File: config.mk
export PLATFORM = sky130hd
export DESIGN_NAME = sm4_ctr_cipher
export DESIGN_NICKNAME = d
export VERILOG_FILES = /design/src/sv/sm4c_pkg.sv /design/src/sv/sm4c_key_store.sv /design/src/sv/sm4c_round.sv /design/src/sv/sm4_ctr_cipher.sv
export SDC_FILE = /design/constraint.sdc
export NUM_CORES = 2
export LEC_CHECK = 0
export CORE_MARGIN = 8
export CORE_UTILIZATION = 53
export CTS_BUF_LIST = sky130_fd_sc_hd__clkbuf_8
export CTS_CLUSTER_SIZE = 14
export DETAILED_ROUTE_END_ITERATION = 8
export DONT_BUFFER_PORTS = 1
export PLACE_DENSITY_LB_ADDON = 0.12
export SLEW_MARGIN = 5
export SYNTH_ARGS = -nofsm -noshare
export SYNTH_HDL_FRONTEND = slang
export SYNTH_SLANG_ARGS = --single-unit
File: constraint.sdc
create_clock -name clock -period 17.4 [get_ports clock]
set_input_delay 0 -clock clock [delete_from_list [all_inputs] [get_ports clock]]
set_output_delay 0 -clock clock [all_outputs]
set_load 0.005 [all_outputs]
File: src/sv/sm4c_pkg.sv
// Shared types, constants and the SM4 S-box for the SM4 counter-mode cipher.
package sm4c_pkg;

   localparam int ROUND_COUNT = 32;
   localparam int KEY_SLOTS   = 32;
   localparam int KEY_IDX_W   = $clog2(KEY_SLOTS);
   localparam int WORD_W      = 32;
   localparam int BLOCK_W     = 4 * WORD_W;
   localparam int CFG_W       = 64;
   localparam int COUNT_W     = 5;
   localparam int CHUNK_BYTES = 16;
   localparam int REQ_DATA_W  = 176;
   localparam int RSP_DATA_W  = 136;

   typedef enum logic {
      OP_KEY_LOAD = 1'b0,
      OP_DATA     = 1'b1
   } op_type;

   typedef enum logic {
      CSR_COUNTER_INIT_HIGH = 1'b0,
      CSR_COUNTER_INIT_LOW  = 1'b1
   } csr_index_type;

   // Write request into the round key store.
   typedef struct packed {
      logic                 en;
      logic [KEY_IDX_W-1:0] addr;
      logic [WORD_W-1:0]    data;
   } key_wr_type;

   localparam logic [7:0] SBOX [256] = '{
      8'hd6,8'h90,8'he9,8'hfe,8'hcc,8'he1,8'h3d,8'hb7,8'h16,8'hb6,8'h14,8'hc2,8'h28,8'hfb,8'h2c,8'h05,
      8'h2b,8'h67,8'h9a,8'h76,8'h2a,8'hbe,8'h04,8'hc3,8'haa,8'h44,8'h13,8'h26,8'h49,8'h86,8'h06,8'h99,
      8'h9c,8'h42,8'h50,8'hf4,8'h91,8'hef,8'h98,8'h7a,8'h33,8'h54,8'h0b,8'h43,8'hed,8'hcf,8'hac,8'h62,
      8'he4,8'hb3,8'h1c,8'ha9,8'hc9,8'h08,8'he8,8'h95,8'h80,8'hdf,8'h94,8'hfa,8'h75,8'h8f,8'h3f,8'ha6,
      8'h47,8'h07,8'ha7,8'hfc,8'hf3,8'h73,8'h17,8'hba,8'h83,8'h59,8'h3c,8'h19,8'he6,8'h85,8'h4f,8'ha8,
      8'h68,8'h6b,8'h81,8'hb2,8'h71,8'h64,8'hda,8'h8b,8'hf8,8'heb,8'h0f,8'h4b,8'h70,8'h56,8'h9d,8'h35,
      8'h1e,8'h24,8'h0e,8'h5e,8'h63,8'h58,8'hd1,8'ha2,8'h25,8'h22,8'h7c,8'h3b,8'h01,8'h21,8'h78,8'h87,
      8'hd4,8'h00,8'h46,8'h57,8'h9f,8'hd3,8'h27,8'h52,8'h4c,8'h36,8'h02,8'he7,8'ha0,8'hc4,8'hc8,8'h9e,
      8'hea,8'hbf,8'h8a,8'hd2,8'h40,8'hc7,8'h38,8'hb5,8'ha3,8'hf7,8'hf2,8'hce,8'hf9,8'h61,8'h15,8'ha1,
      8'he0,8'hae,8'h5d,8'ha4,8'h9b,8'h34,8'h1a,8'h55,8'had,8'h93,8'h32,8'h30,8'hf5,8'h8c,8'hb1,8'he3,
      8'h1d,8'hf6,8'he2,8'h2e,8'h82,8'h66,8'hca,8'h60,8'hc0,8'h29,8'h23,8'hab,8'h0d,8'h53,8'h4e,8'h6f,
      8'hd5,8'hdb,8'h37,8'h45,8'hde,8'hfd,8'h8e,8'h2f,8'h03,8'hff,8'h6a,8'h72,8'h6d,8'h6c,8'h5b,8'h51,
      8'h8d,8'h1b,8'haf,8'h92,8'hbb,8'hdd,8'hbc,8'h7f,8'h11,8'hd9,8'h5c,8'h41,8'h1f,8'h10,8'h5a,8'hd8,
      8'h0a,8'hc1,8'h31,8'h88,8'ha5,8'hcd,8'h7b,8'hbd,8'h2d,8'h74,8'hd0,8'h12,8'hb8,8'he5,8'hb4,8'hb0,
      8'h89,8'h69,8'h97,8'h4a,8'h0c,8'h96,8'h77,8'h7e,8'h65,8'hb9,8'hf1,8'h09,8'hc5,8'h6e,8'hc6,8'h84,
      8'h18,8'hf0,8'h7d,8'hec,8'h3a,8'hdc,8'h4d,8'h20,8'h79,8'hee,8'h5f,8'h3e,8'hd7,8'hcb,8'h39,8'h48
   };

   function automatic logic [7:0] sbox_lookup(input logic [7:0] a);
      return SBOX[a];
   endfunction

endpackage

File: src/sv/sm4c_key_store.sv
// Round key store: one write port, one registered read port.
module sm4c_key_store
   import sm4c_pkg::*;
(
   input  logic                 clock,
   input  key_wr_type           wr,
   input  logic [KEY_IDX_W-1:0] rd_addr,
   output logic [WORD_W-1:0]    rd_data
);

   logic [WORD_W-1:0] mem [KEY_SLOTS];
   logic [WORD_W-1:0] rd_data_ff;

   always_ff @(posedge clock) begin
      if (wr.en) begin
         mem[wr.addr] <= wr.data;
      end
   end

   always_ff @(posedge clock) begin
      rd_data_ff <= mem[rd_addr];
   end

   assign rd_data = rd_data_ff;

endmodule

File: src/sv/sm4c_round.sv
// One SM4 round: S-box layer, linear diffusion and word rotation of the block.
module sm4c_round
   import sm4c_pkg::*;
(
   input  logic [BLOCK_W-1:0] blk,
   input  logic [WORD_W-1:0]  round_key,
   output logic [BLOCK_W-1:0] blk_next
);

   logic [WORD_W-1:0] x0, x1, x2, x3;
   logic [WORD_W-1:0] mix, subst, diff;

   assign x0 = blk[4*WORD_W-1 -: WORD_W];
   assign x1 = blk[3*WORD_W-1 -: WORD_W];
   assign x2 = blk[2*WORD_W-1 -: WORD_W];
   assign x3 = blk[WORD_W-1:0];

   assign mix = x1 ^ x2 ^ x3 ^ round_key;

   always_comb begin
      for (int i = 0; i < 4; i++) begin
         subst[8*i +: 8] = sbox_lookup(mix[8*i +: 8]);
      end
   end

   assign diff = subst
               ^ {subst[WORD_W-3:0],  subst[WORD_W-1 -: 2]}
               ^ {subst[WORD_W-11:0], subst[WORD_W-1 -: 10]}
               ^ {subst[WORD_W-19:0], subst[WORD_W-1 -: 18]}
               ^ {subst[WORD_W-25:0], subst[WORD_W-1 -: 24]};

   // Shift the window left by one word; the new word enters at the bottom.
   assign blk_next = {x1, x2, x3, x0 ^ diff};

endmodule

File: src/sv/sm4_ctr_cipher.sv
// SM4 counter-mode cipher: each data transfer is XORed with the SM4 encryption
// of a 128-bit big-endian counter, which then increments modulo 2^128; the
// first_chunk flag reloads the counter from the two counter_init registers.
// A key load transfer (req_tuser = 0) writes one of the 32 round keys. A data
// transfer is accepted while the first round key is fetched, then steps through
// the rounds in the single shared round unit with each key read from the key
// store a round ahead, and finally masks and registers the result once the
// output register is free. A data transfer with a byte count of zero skips the
// rounds and returns an all-zero result without advancing the counter. Counts
// above 16 saturate to 16. The next transfer is accepted while a finished result
// still waits on rsp_tready. Round keys must be loaded before the first data
// transfer that uses them.
module sm4_ctr_cipher
   import sm4c_pkg::*;
#(
   parameter int ROUND_COUNT = sm4c_pkg::ROUND_COUNT
) (
   input  logic                  clock,
   input  logic                  reset,
   input  logic                  req_tvalid,
   output logic                  req_tready,
   // key_index, key_word, data_high, data_low, byte_count, first_chunk, zero pad
   input  logic [REQ_DATA_W-1:0] req_tdata,
   // op
   input  logic                  req_tuser,
   output logic                  rsp_tvalid,
   input  logic                  rsp_tready,
   // result_high, result_low, result_bytes, zero pad
   output logic [RSP_DATA_W-1:0] rsp_tdata,
   input  logic                  csr_we,
   input  logic                  csr_index,
   input  logic [CFG_W-1:0]      csr_wdata
);

   localparam int RND_W = $clog2(ROUND_COUNT);
   localparam logic [RND_W-1:0] LAST_ROUND = RND_W'(ROUND_COUNT - 1);

   typedef enum logic [1:0] {
      ST_IDLE,
      ST_ROUND,
      ST_FINISH
   } state_type;

   // Request fields.
   logic [KEY_IDX_W-1:0] req_key_index;
   logic [WORD_W-1:0]    req_key_word;
   logic [BLOCK_W-1:0]   req_data;
   logic [COUNT_W-1:0]   req_byte_count;
   logic                 req_first_chunk;
   logic [COUNT_W-1:0]   req_count_sat;

   assign req_key_index   = req_tdata[4:0];
   assign req_key_word    = req_tdata[36:5];
   assign req_data        = {req_tdata[100:37], req_tdata[164:101]};
   assign req_byte_count  = req_tdata[169:165];
   assign req_first_chunk = req_tdata[170];
   assign req_count_sat   = (req_byte_count > COUNT_W'(CHUNK_BYTES)) ?
                            COUNT_W'(CHUNK_BYTES) : req_byte_count;

   state_type            state_ff, state_in;
   logic [RND_W-1:0]     round_ff, round_in;
   logic [BLOCK_W-1:0]   blk_ff, blk_in;
   logic [BLOCK_W-1:0]   data_ff, data_in;
   logic [COUNT_W-1:0]   nbytes_ff, nbytes_in;
   logic [BLOCK_W-1:0]   ctr_ff, ctr_in;
   logic [CFG_W-1:0]     init_hi_ff, init_hi_in;
   logic [CFG_W-1:0]     init_lo_ff, init_lo_in;
   logic                 rsp_valid_ff, rsp_valid_in;
   logic [RSP_DATA_W-1:0] rsp_data_ff, rsp_data_in;

   logic                 req_xfer;
   logic [RND_W-1:0]     round_next;
   key_wr_type           key_wr;
   logic [KEY_IDX_W-1:0] key_rd_addr;
   logic [WORD_W-1:0]    key_rd_data;
   logic [BLOCK_W-1:0]   blk_round;
   logic [BLOCK_W-1:0]   keystream;
   logic [BLOCK_W-1:0]   byte_mask;
   logic [BLOCK_W-1:0]   result;

   assign req_tready = (state_ff == ST_IDLE);
   assign req_xfer   = req_tvalid && req_tready;
   assign round_next = round_ff + 1'b1;

   assign key_wr.en   = req_xfer && (op_type'(req_tuser) == OP_KEY_LOAD);
   assign key_wr.addr = req_key_index;
   assign key_wr.data = req_key_word;

   // Fetch the key one round ahead; round zero is fetched while idle.
   assign key_rd_addr = (state_ff == ST_ROUND) ? round_next[KEY_IDX_W-1:0] : '0;

   sm4c_key_store u_key_store (
      .clock   (clock),
      .wr      (key_wr),
      .rd_addr (key_rd_addr),
      .rd_data (key_rd_data)
   );

   sm4c_round u_round (
      .blk       (blk_ff),
      .round_key (key_rd_data),
      .blk_next  (blk_round)
   );

   // Final output word order is reversed: {x3, x2, x1, x0}.
   assign keystream = {blk_ff[WORD_W-1:0], blk_ff[2*WORD_W-1 -: WORD_W],
                       blk_ff[3*WORD_W-1 -: WORD_W], blk_ff[4*WORD_W-1 -: WORD_W]};

   always_comb begin
      for (int i = 0; i < CHUNK_BYTES; i++) begin
         byte_mask[BLOCK_W-1-8*i -: 8] = (COUNT_W'(i) < nbytes_ff) ? 8'hff : 8'h00;
      end
   end

   assign result = (data_ff ^ keystream) & byte_mask;

   always_comb begin
      state_in     = state_ff;
      round_in     = round_ff;
      blk_in       = blk_ff;
      data_in      = data_ff;
      nbytes_in    = nbytes_ff;
      ctr_in       = ctr_ff;
      init_hi_in   = init_hi_ff;
      init_lo_in   = init_lo_ff;
      rsp_valid_in = rsp_valid_ff;
      rsp_data_in  = rsp_data_ff;

      if (rsp_valid_ff && rsp_tready) begin
         rsp_valid_in = 1'b0;
      end

      if (csr_we) begin
         unique case (csr_index_type'(csr_index))
            CSR_COUNTER_INIT_HIGH: init_hi_in = csr_wdata;
            CSR_COUNTER_INIT_LOW:  init_lo_in = csr_wdata;
            default:               init_lo_in = init_lo_ff;
         endcase
      end

      unique case (state_ff)
         ST_IDLE: begin
            if (req_xfer && (op_type'(req_tuser) == OP_DATA)) begin
               if (req_first_chunk) begin
                  ctr_in = {init_hi_ff, init_lo_ff};
                  blk_in = {init_hi_ff, init_lo_ff};
               end else begin
                  blk_in = ctr_ff;
               end
               data_in   = req_data;
               nbytes_in = req_count_sat;
               round_in  = '0;
               state_in  = (req_count_sat == '0) ? ST_FINISH : ST_ROUND;
            end
         end
         ST_ROUND: begin
            blk_in   = blk_round;
            round_in = round_next;
            if (round_ff == LAST_ROUND) begin
               ctr_in   = ctr_ff + 1'b1;
               state_in = ST_FINISH;
            end
         end
         ST_FINISH: begin
            // Hold until the output register is free.
            if (!rsp_valid_ff || rsp_tready) begin
               rsp_valid_in = 1'b1;
               rsp_data_in  = {3'b000, nbytes_ff,
                               result[CFG_W-1:0], result[BLOCK_W-1 -: CFG_W]};
               state_in     = ST_IDLE;
            end
         end
         default: state_in = ST_IDLE;
      endcase
   end

   always_ff @(posedge clock) begin
      if (reset) begin
         state_ff     <= ST_IDLE;
         rsp_valid_ff <= 1'b0;
         ctr_ff       <= '0;
         init_hi_ff   <= '0;
         init_lo_ff   <= '0;
      end else begin
         state_ff     <= state_in;
         rsp_valid_ff <= rsp_valid_in;
         ctr_ff       <= ctr_in;
         init_hi_ff   <= init_hi_in;
         init_lo_ff   <= init_lo_in;
      end
      round_ff    <= round_in;
      blk_ff      <= blk_in;
      data_ff     <= data_in;
      nbytes_ff   <= nbytes_in;
      rsp_data_ff <= rsp_data_in;
   end

   assign rsp_tvalid = rsp_valid_ff;
   assign rsp_tdata  = rsp_data_ff;

endmodule

### Word level (Yosys, flattened, before mapping)

Memories as Yosys holds them, arrays and structs flattened. A register that Yosys moved wholly into a read port is not among the register bits.
Index checks and enable logic that the tools add are counted.

* memory bits (read-only): 8192
* logic and storage cells: 119
* register bits: 658
* output and inout bits: 138
* memories: 5
* bits in latches: 0
* RAM bits: 1024
* bits of input ports: 247

* eq/ne operators: 6
* add/sub/neg operators: 2
* multiply operators: 0
* $lt $le $gt $ge: 21
* bitwise gates (word level): 16
* muxes and demuxes: 43
* divide/modulo/power cells: 0
* reductions and logical operators: 16
* shift-type cells: 0

Memories
* (name not given): depth 256, width 8, read ports 1, clocked after memory_dff 0, write ports 0, line sm4c_pkg.sv:52 `return SBOX[a];`
* (name not given): depth 256, width 8, read ports 1, clocked after memory_dff 0, write ports 0, line sm4c_pkg.sv:52
* (name not given): depth 256, width 8, read ports 1, clocked after memory_dff 0, write ports 0, line sm4c_pkg.sv:52
* (name not given): depth 256, width 8, read ports 1, clocked after memory_dff 0, write ports 0, line sm4c_pkg.sv:52
* u_key_store.mem: depth 32, width 32, read ports 1, clocked after memory_dff 1, write ports 1, line sm4c_key_store.sv:11 `logic [WORD_W-1:0] mem [KEY_SLOTS];`

Operators by type and width (number)
* $pmux 128 s2: 2
* $mux 128: 3
* $xor 32x32->32: 8
* $mux 8: 24
* $add 128x1->128 const B: 1
* $and 128x128->128: 1
* $xor 128x128->128: 1
* $lt 4x5->1 const A: 8
* $ge 9x9->1 const B: 4
* $not 8->9: 4
* $lt 3x5->1 const A: 4
* $mux 5: 3
* $lt 1x5->1 const A: 2
* $lt 2x5->1 const A: 2
* $pmux 5 s2: 1
* $reduce_and 2->1: 5
* $mux 2: 4
* $pmux 2 s3: 1
* $reduce_and 3->1: 2
* $add 5x1->5 const B: 1
* $eq 5x5->1 const B: 1
* $gt 5x5->1 const B: 1
* $logic_not 5->1: 1
* $mux 1: 5
* other kinds (10): 15

### Longest topological paths before layout

* depth after elaboration: 13
* gate-level depth with buffers: 19

### Cells and area by module

A second synthesis with hierarchy kept.

* cells, all modules: 7737
* area, all modules: 87152.3 µm²

By module, submodules not included
* sm4c_key_store: seq. area each 31390.1 µm², cells each 2260, instances 1, area each 40485.1 µm²
* sm4_ctr_cipher: seq. area each 17166.5 µm², cells each 3027, instances 1, area each 30494.2 µm²
* sm4c_round: seq. area each 0.0 µm², cells each 2450, instances 1, area each 16173.0 µm²

### Least setup slack after synthesis

No wires, ideal clock.

* path type: register to register
* from: register state_ff[0]
* to: register rsp_data_ff[0], in the netlist rsp_tdata[0], enable pin
* data arrival time: 6383 ps
* path buffers: 0
* stages on the path, launching flop included: 3
* setup slack: 10374 ps
* cells stage by stage: dfxtp_1 nand2b_1 nor2b_1

* cells in the longest elaborated chain, start to end: 2

RTL lines
* start: declaration: line sm4_ctr_cipher.sv:60 `state_type state_ff, state_in;`
* start signal: assignment: line sm4_ctr_cipher.sv:185 `state_ff <= state_in;`
* $eq 2x2->1: line sm4_ctr_cipher.sv:141 `unique case (state_ff)`
* $reduce_and 2->1 (no source line)
* end signal: assignment: line sm4_ctr_cipher.sv:195 `rsp_data_ff <= rsp_data_in;`
* end: declaration: line sm4_ctr_cipher.sv:69 `logic [RSP_DATA_W-1:0] rsp_data_ff, rsp_data_in;`

Every way passes these cells.
A chain may end at the register's enable or synchronous reset.

### Final worst setup path

* from: register blk_ff[66]
* to: register blk_ff[13] (data pin)

* cells in the longest elaborated chain, start to end: 12

RTL lines
* start: declaration: line sm4_ctr_cipher.sv:62 `logic [BLOCK_W-1:0] blk_ff, blk_in;`
* start signal: assignment: line sm4_ctr_cipher.sv:192 `blk_ff <= blk_in;`
* $xor 32x32->32 (3 in series): line sm4c_round.sv:18 `assign mix = x1 ^ x2 ^ x3 ^ round_key;`
* $not 8->9 (not written as such): line sm4c_pkg.sv:52
* $mem_v2 256x8
* $mux 8 (not written as such) (2 in series): line sm4c_pkg.sv:52
* $xor 32x32->32: line sm4c_round.sv:28 `^ {subst[WORD_W-11:0], subst[WORD_W-1 -: 10]}`
* $xor 32x32->32: line sm4c_round.sv:29 `^ {subst[WORD_W-19:0], subst[WORD_W-1 -: 18]}`
* $xor 32x32->32: line sm4c_round.sv:30 `^ {subst[WORD_W-25:0], subst[WORD_W-1 -: 24]};`
* $xor 32x32->32: line sm4c_round.sv:33 `assign blk_next = {x1, x2, x3, x0 ^ diff};`
* $pmux 128 s2: line sm4_ctr_cipher.sv:141
* via blk_in[13]: line sm4_ctr_cipher.sv:62

The timed path passes the listed nets, and every way through them passes these cells. The select of a mux whose other input is x is not followed.

==> impl_metrics.json <==
{
  "outcome": "complete, but fails checks",
  "violations": "max-slew violations",
  "avgSynthCellArea_sq_um": 11.6,
  "r2r-start": "blk_ff[66]",
  "hold_path_startpoint": "req_tdata[0]",
  "grt_pass1_wl_mm": 445,
  "gr-usage-all-layers_pct": 35.6,
  "multi_input_area_sq_um": 32300,
  "min_to": "u_key_store.mem[18][30]",
  "crit_path_start_kind": "flop",
  "nFillCells": 12009,
  "hold_viol_final": 0,
  "rrSetupSlack_ns": 10.74,
  "io_pins": 385,
  "hold_class": "in2reg",
  "cts.clk_slew.worst_paths_ns": 0.06,
  "ys_ff_latch": 1714,
  "cp.required_ns": 18.13,
  "nets": 7751,
  "dr.first_iter.drc_count": 10651,
  "synthCells": 7099,
  "io_buffer_count": 0,
  "period_minus_slack_ns": 6.66,
  "grt_setup_unrepaired": "no",
  "core-area_sq_um": 154000,
  "yosysSeqAreaShare_pct": 58.9,
  "cts-buffers-inserted": 299,
  "place_area_sq_um": 84800,
  "period_share_pct": 38.3,
  "power_density_nw_per_um2": 178,
  "clock-sinks": 1714,
  "netlist_area_sq_um": 82500,
  "totalWireLength_mm": 312,
  "synthTopCellsByArea": "edfxtp_1 52%, dfxtp_1 7.1%, mux4_2 5.2%",
  "tns_ns": 0,
  "grt_overflow": 0,
  "routedWlPerCell_microns": 32.0,
  "dieArea_sq_um": 169000,
  "final_cell_area_sq_um": 95400,
  "worstPathArrival_ns": 7.40,
  "tightest_slew_ns": 1.61,
  "yosysTopAreaCellShare_pct": 51.8,
  "cts_tree": "done",
  "leakage_nw": 30.8,
  "die_h_microns": 410,
  "cp_cell_sequence": "xnor2_1, xnor2_4, buf_4, inv_2, buf_4, nand2_1, a21oi_1, o41ai_1, o21ai_0, o311ai_0, a2111oi_4, xor2_1, xnor3_1, o21ba_2",
  "seq_area_sq_um": 48600,
  "drc": 0,
  "worstSetupPathType": "reg2reg",
  "ys.flop_type": "edfxtp_1",
  "first_pass_iters": 8,
  "fmax_mhz": 150,
  "r2r.worst_path.cells": 14,
  "setup_viol_count_final": 0,
  "grt_pass1_vias": 62544,
  "ir_worst_vdd_mv": 0.251,
  "busiest_layer": "met2",
  "cts_hold_buf": 520,
  "worstReg2RegEnd": "blk_ff[13]",
  "end_kind": "flop",
  "synth_edf_count": 1423,
  "hold_path_depth": 2,
  "hpwlAfterDp_mm": 197,
  "cp_slowest_cell": "xnor2_1",
  "start_util_pct": 53.5,
  "root_buffer": "clkbuf_8",
  "max_stage_delay_ns": 1.07,
  "antenna_found_initial": 26,
  "cts-resized-gates": 0,
  "final_core_util_pct": 61.9,
  "cts.htree.levels": 5,
  "clk_latency_ns": 1.05,
  "met3_usage_pct": 8.52,
  "grt_max_degree": 260,
  "slew_headroom_pct": -7.53,
  "dr_total_vias": 66806,
  "die_w_microns": 410,
  "maxCapViolCount": 0,
  "cp_max_fo": 34,
  "synth_top_cell_by_area": "edfxtp_1",
  "rows": 144,
  "synth_cell_types": 87,
  "vias_per_cell": 6.85,
  "synthArstFlopShare_pct": 0,
  "slew_violations": 95,
  "gp_congestion": 1.04,
  "antenna_left": 0,
  "yosys_warnings": 0,
  "clk_path_buf_depth": 4,
  "met2_usage_pct": 55.7,
  "worst_path_most_repeated_cell": "buf_4",
  "layout-drive-gt1-share_pct": 11.2,
  "clock_skew_ns": 0.0889,
  "post-cts-setup-buffers": 0,
  "syn_to_final_growth_pct": 15.7,
  "use_met1_pct": 46.0
}
## worst max-delay path: cells and delay by family, from the launching register on
kind                      cells  cell delay, ns
xor gates and xnor gates      4            2.21
DFF                           1            0.51
and+or+nand+nor               1            0.42
AOI/OAI and AO/OA             6            2.20
buffers and inverters         3            0.94
## placed cells by master (no fill, tap or decap), drive strengths merged, types with 117 or more instances in the layout
cell type,n
dfxtp,291
a211oi,117
xnor2,222
inv,119
o22ai,243
clkbuf,318
o221ai,166
mux2i,122
nor2,534
edfxtp,1423
buf,170
o21ai,612
dlygate4sd3,517
a21oi,507
nor3,145
nand2,796
nand3,155
mux4,192
## logic make-up (layout without fill, tap and decap cells)
| group | count (synthesis) | after routing | synth area share [%] |
|---|---|---|---|
| mux | 321 | 321 | 6.82 |
| flops | 1714 | 1714 | 58.9 |
| buf+inv | 636 | 1225 | 3.06 |
| xor+xnor | 354 | 354 | 4.32 |
| compound gates | 2182 | 2182 | 16.8 |
| simple gates | 1870 | 1870 | 9.78 |
| other cells | 1 | 21 | 0.00455 |
| fa+ha+maj | 21 | 21 | 0.316 |
## routing by layer
| layer | up-vias | wire, microns |
|---|---|---|
| li1 | 28298 | - |
| met1 | 32784 | 116000 |
| met2 | 4746 | 142000 |
| met3 | 966 | 34400 |
| met4 | 12 | 20300 |
| met5 | - | 66 |
## worst max-delay path by stage
stage | cells after the start | to | start | slack, ns
final | 14 | blk_ff[13] | blk_ff[66] | 10.74
after floorplan | 2 | rsp_tdata[0] | state_ff[0] | 10.37
after global placement | 15 | blk_ff[15] | blk_ff[81] | 11.08
after global routing | 13 | blk_ff[13] | blk_ff[34] | 10.78
after detailed placement | 15 | blk_ff[15] | blk_ff[81] | 11.18
after CTS | 14 | blk_ff[12] | blk_ff[32] | 11.15
## cell type report
type	count	share of cell area (%)
inverter	31	0.130
tap	2044	2.68
antenna	18	0.0472
multi-input combinational	4751	33.8
timing repair buffer	687	6.84
sequential	1714	50.9
clock inverter	189	1.02
clock buffer	318	4.59
## registers in the layout, indices dropped and copies added (netlist names)
name                 cells
u_key_store.mem       1024
rsp_tdata              133
blk_ff                 128
ctr_ff                 128
data_ff                128
init_hi_ff              64
init_lo_ff              64
u_key_store.rd_data     32
nbytes_ff                5
round_ff                 5
state_ff                 2
rsp_tvalid               1
## metrics by stage
stage / hold slack, ns / power (mW) / std cells / setup WS, ns
3_5_place_dp: 0.0988 / 13.0 / 8707 / 11.18
5_1_grt: 0.110 / 17.4 / 9743 / 10.78
2_1_floorplan: 0.0989 / 10.3 / 7101 / 10.37
4_1_cts: 0.0136 / 16.6 / 9734 / 11.15
3_3_place_gp: 0.0944 / 13.1 / 8707 / 11.08
6_report: 0.0850 / 17.0 / 9752 / 10.74
## report_power, final
part	switching, mW	internal [mW]	leakage [nW]	total (mW)
Clock	1.64	1.78	3.05	3.42
Combinational	5.73	2.98	12.4	8.70
Sequential	0.224	4.61	15.4	4.84
Total	7.59	9.37	30.8	17.0
## synthesized netlist by cell type, types with 14 or more instances
cell type	number
a211oi_1	117
or3_1	20
and3_1	33
o2111ai_1	29
o211ai_1	48
a31oi_1	77
clkbuf_1	438
a221oi_1	56
buf_2	75
o32ai_1	19
o221ai_1	166
a21oi_1	507
inv_1	22
nor3_1	145
nand4_1	53
mux4_2	192
o311ai_0	30
mux2i_1	122
o21ai_0	609
o31ai_1	24
nor2_1	533
xor2_1	98
a2111oi_0	37
nor4_1	37
nand2_1	794
o21a_1	15
a32oi_1	16
a21o_1	21
buf_1	82
dfxtp_1	291
nand2b_1	14
nand3_1	155
a22oi_1	21
edfxtp_1	1423
ha_1	20
nor2b_1	23
xnor3_1	29
xnor2_1	219
and2_1	23
a311oi_1	31
o22ai_1	243
(Power assumes the default switching activity.)
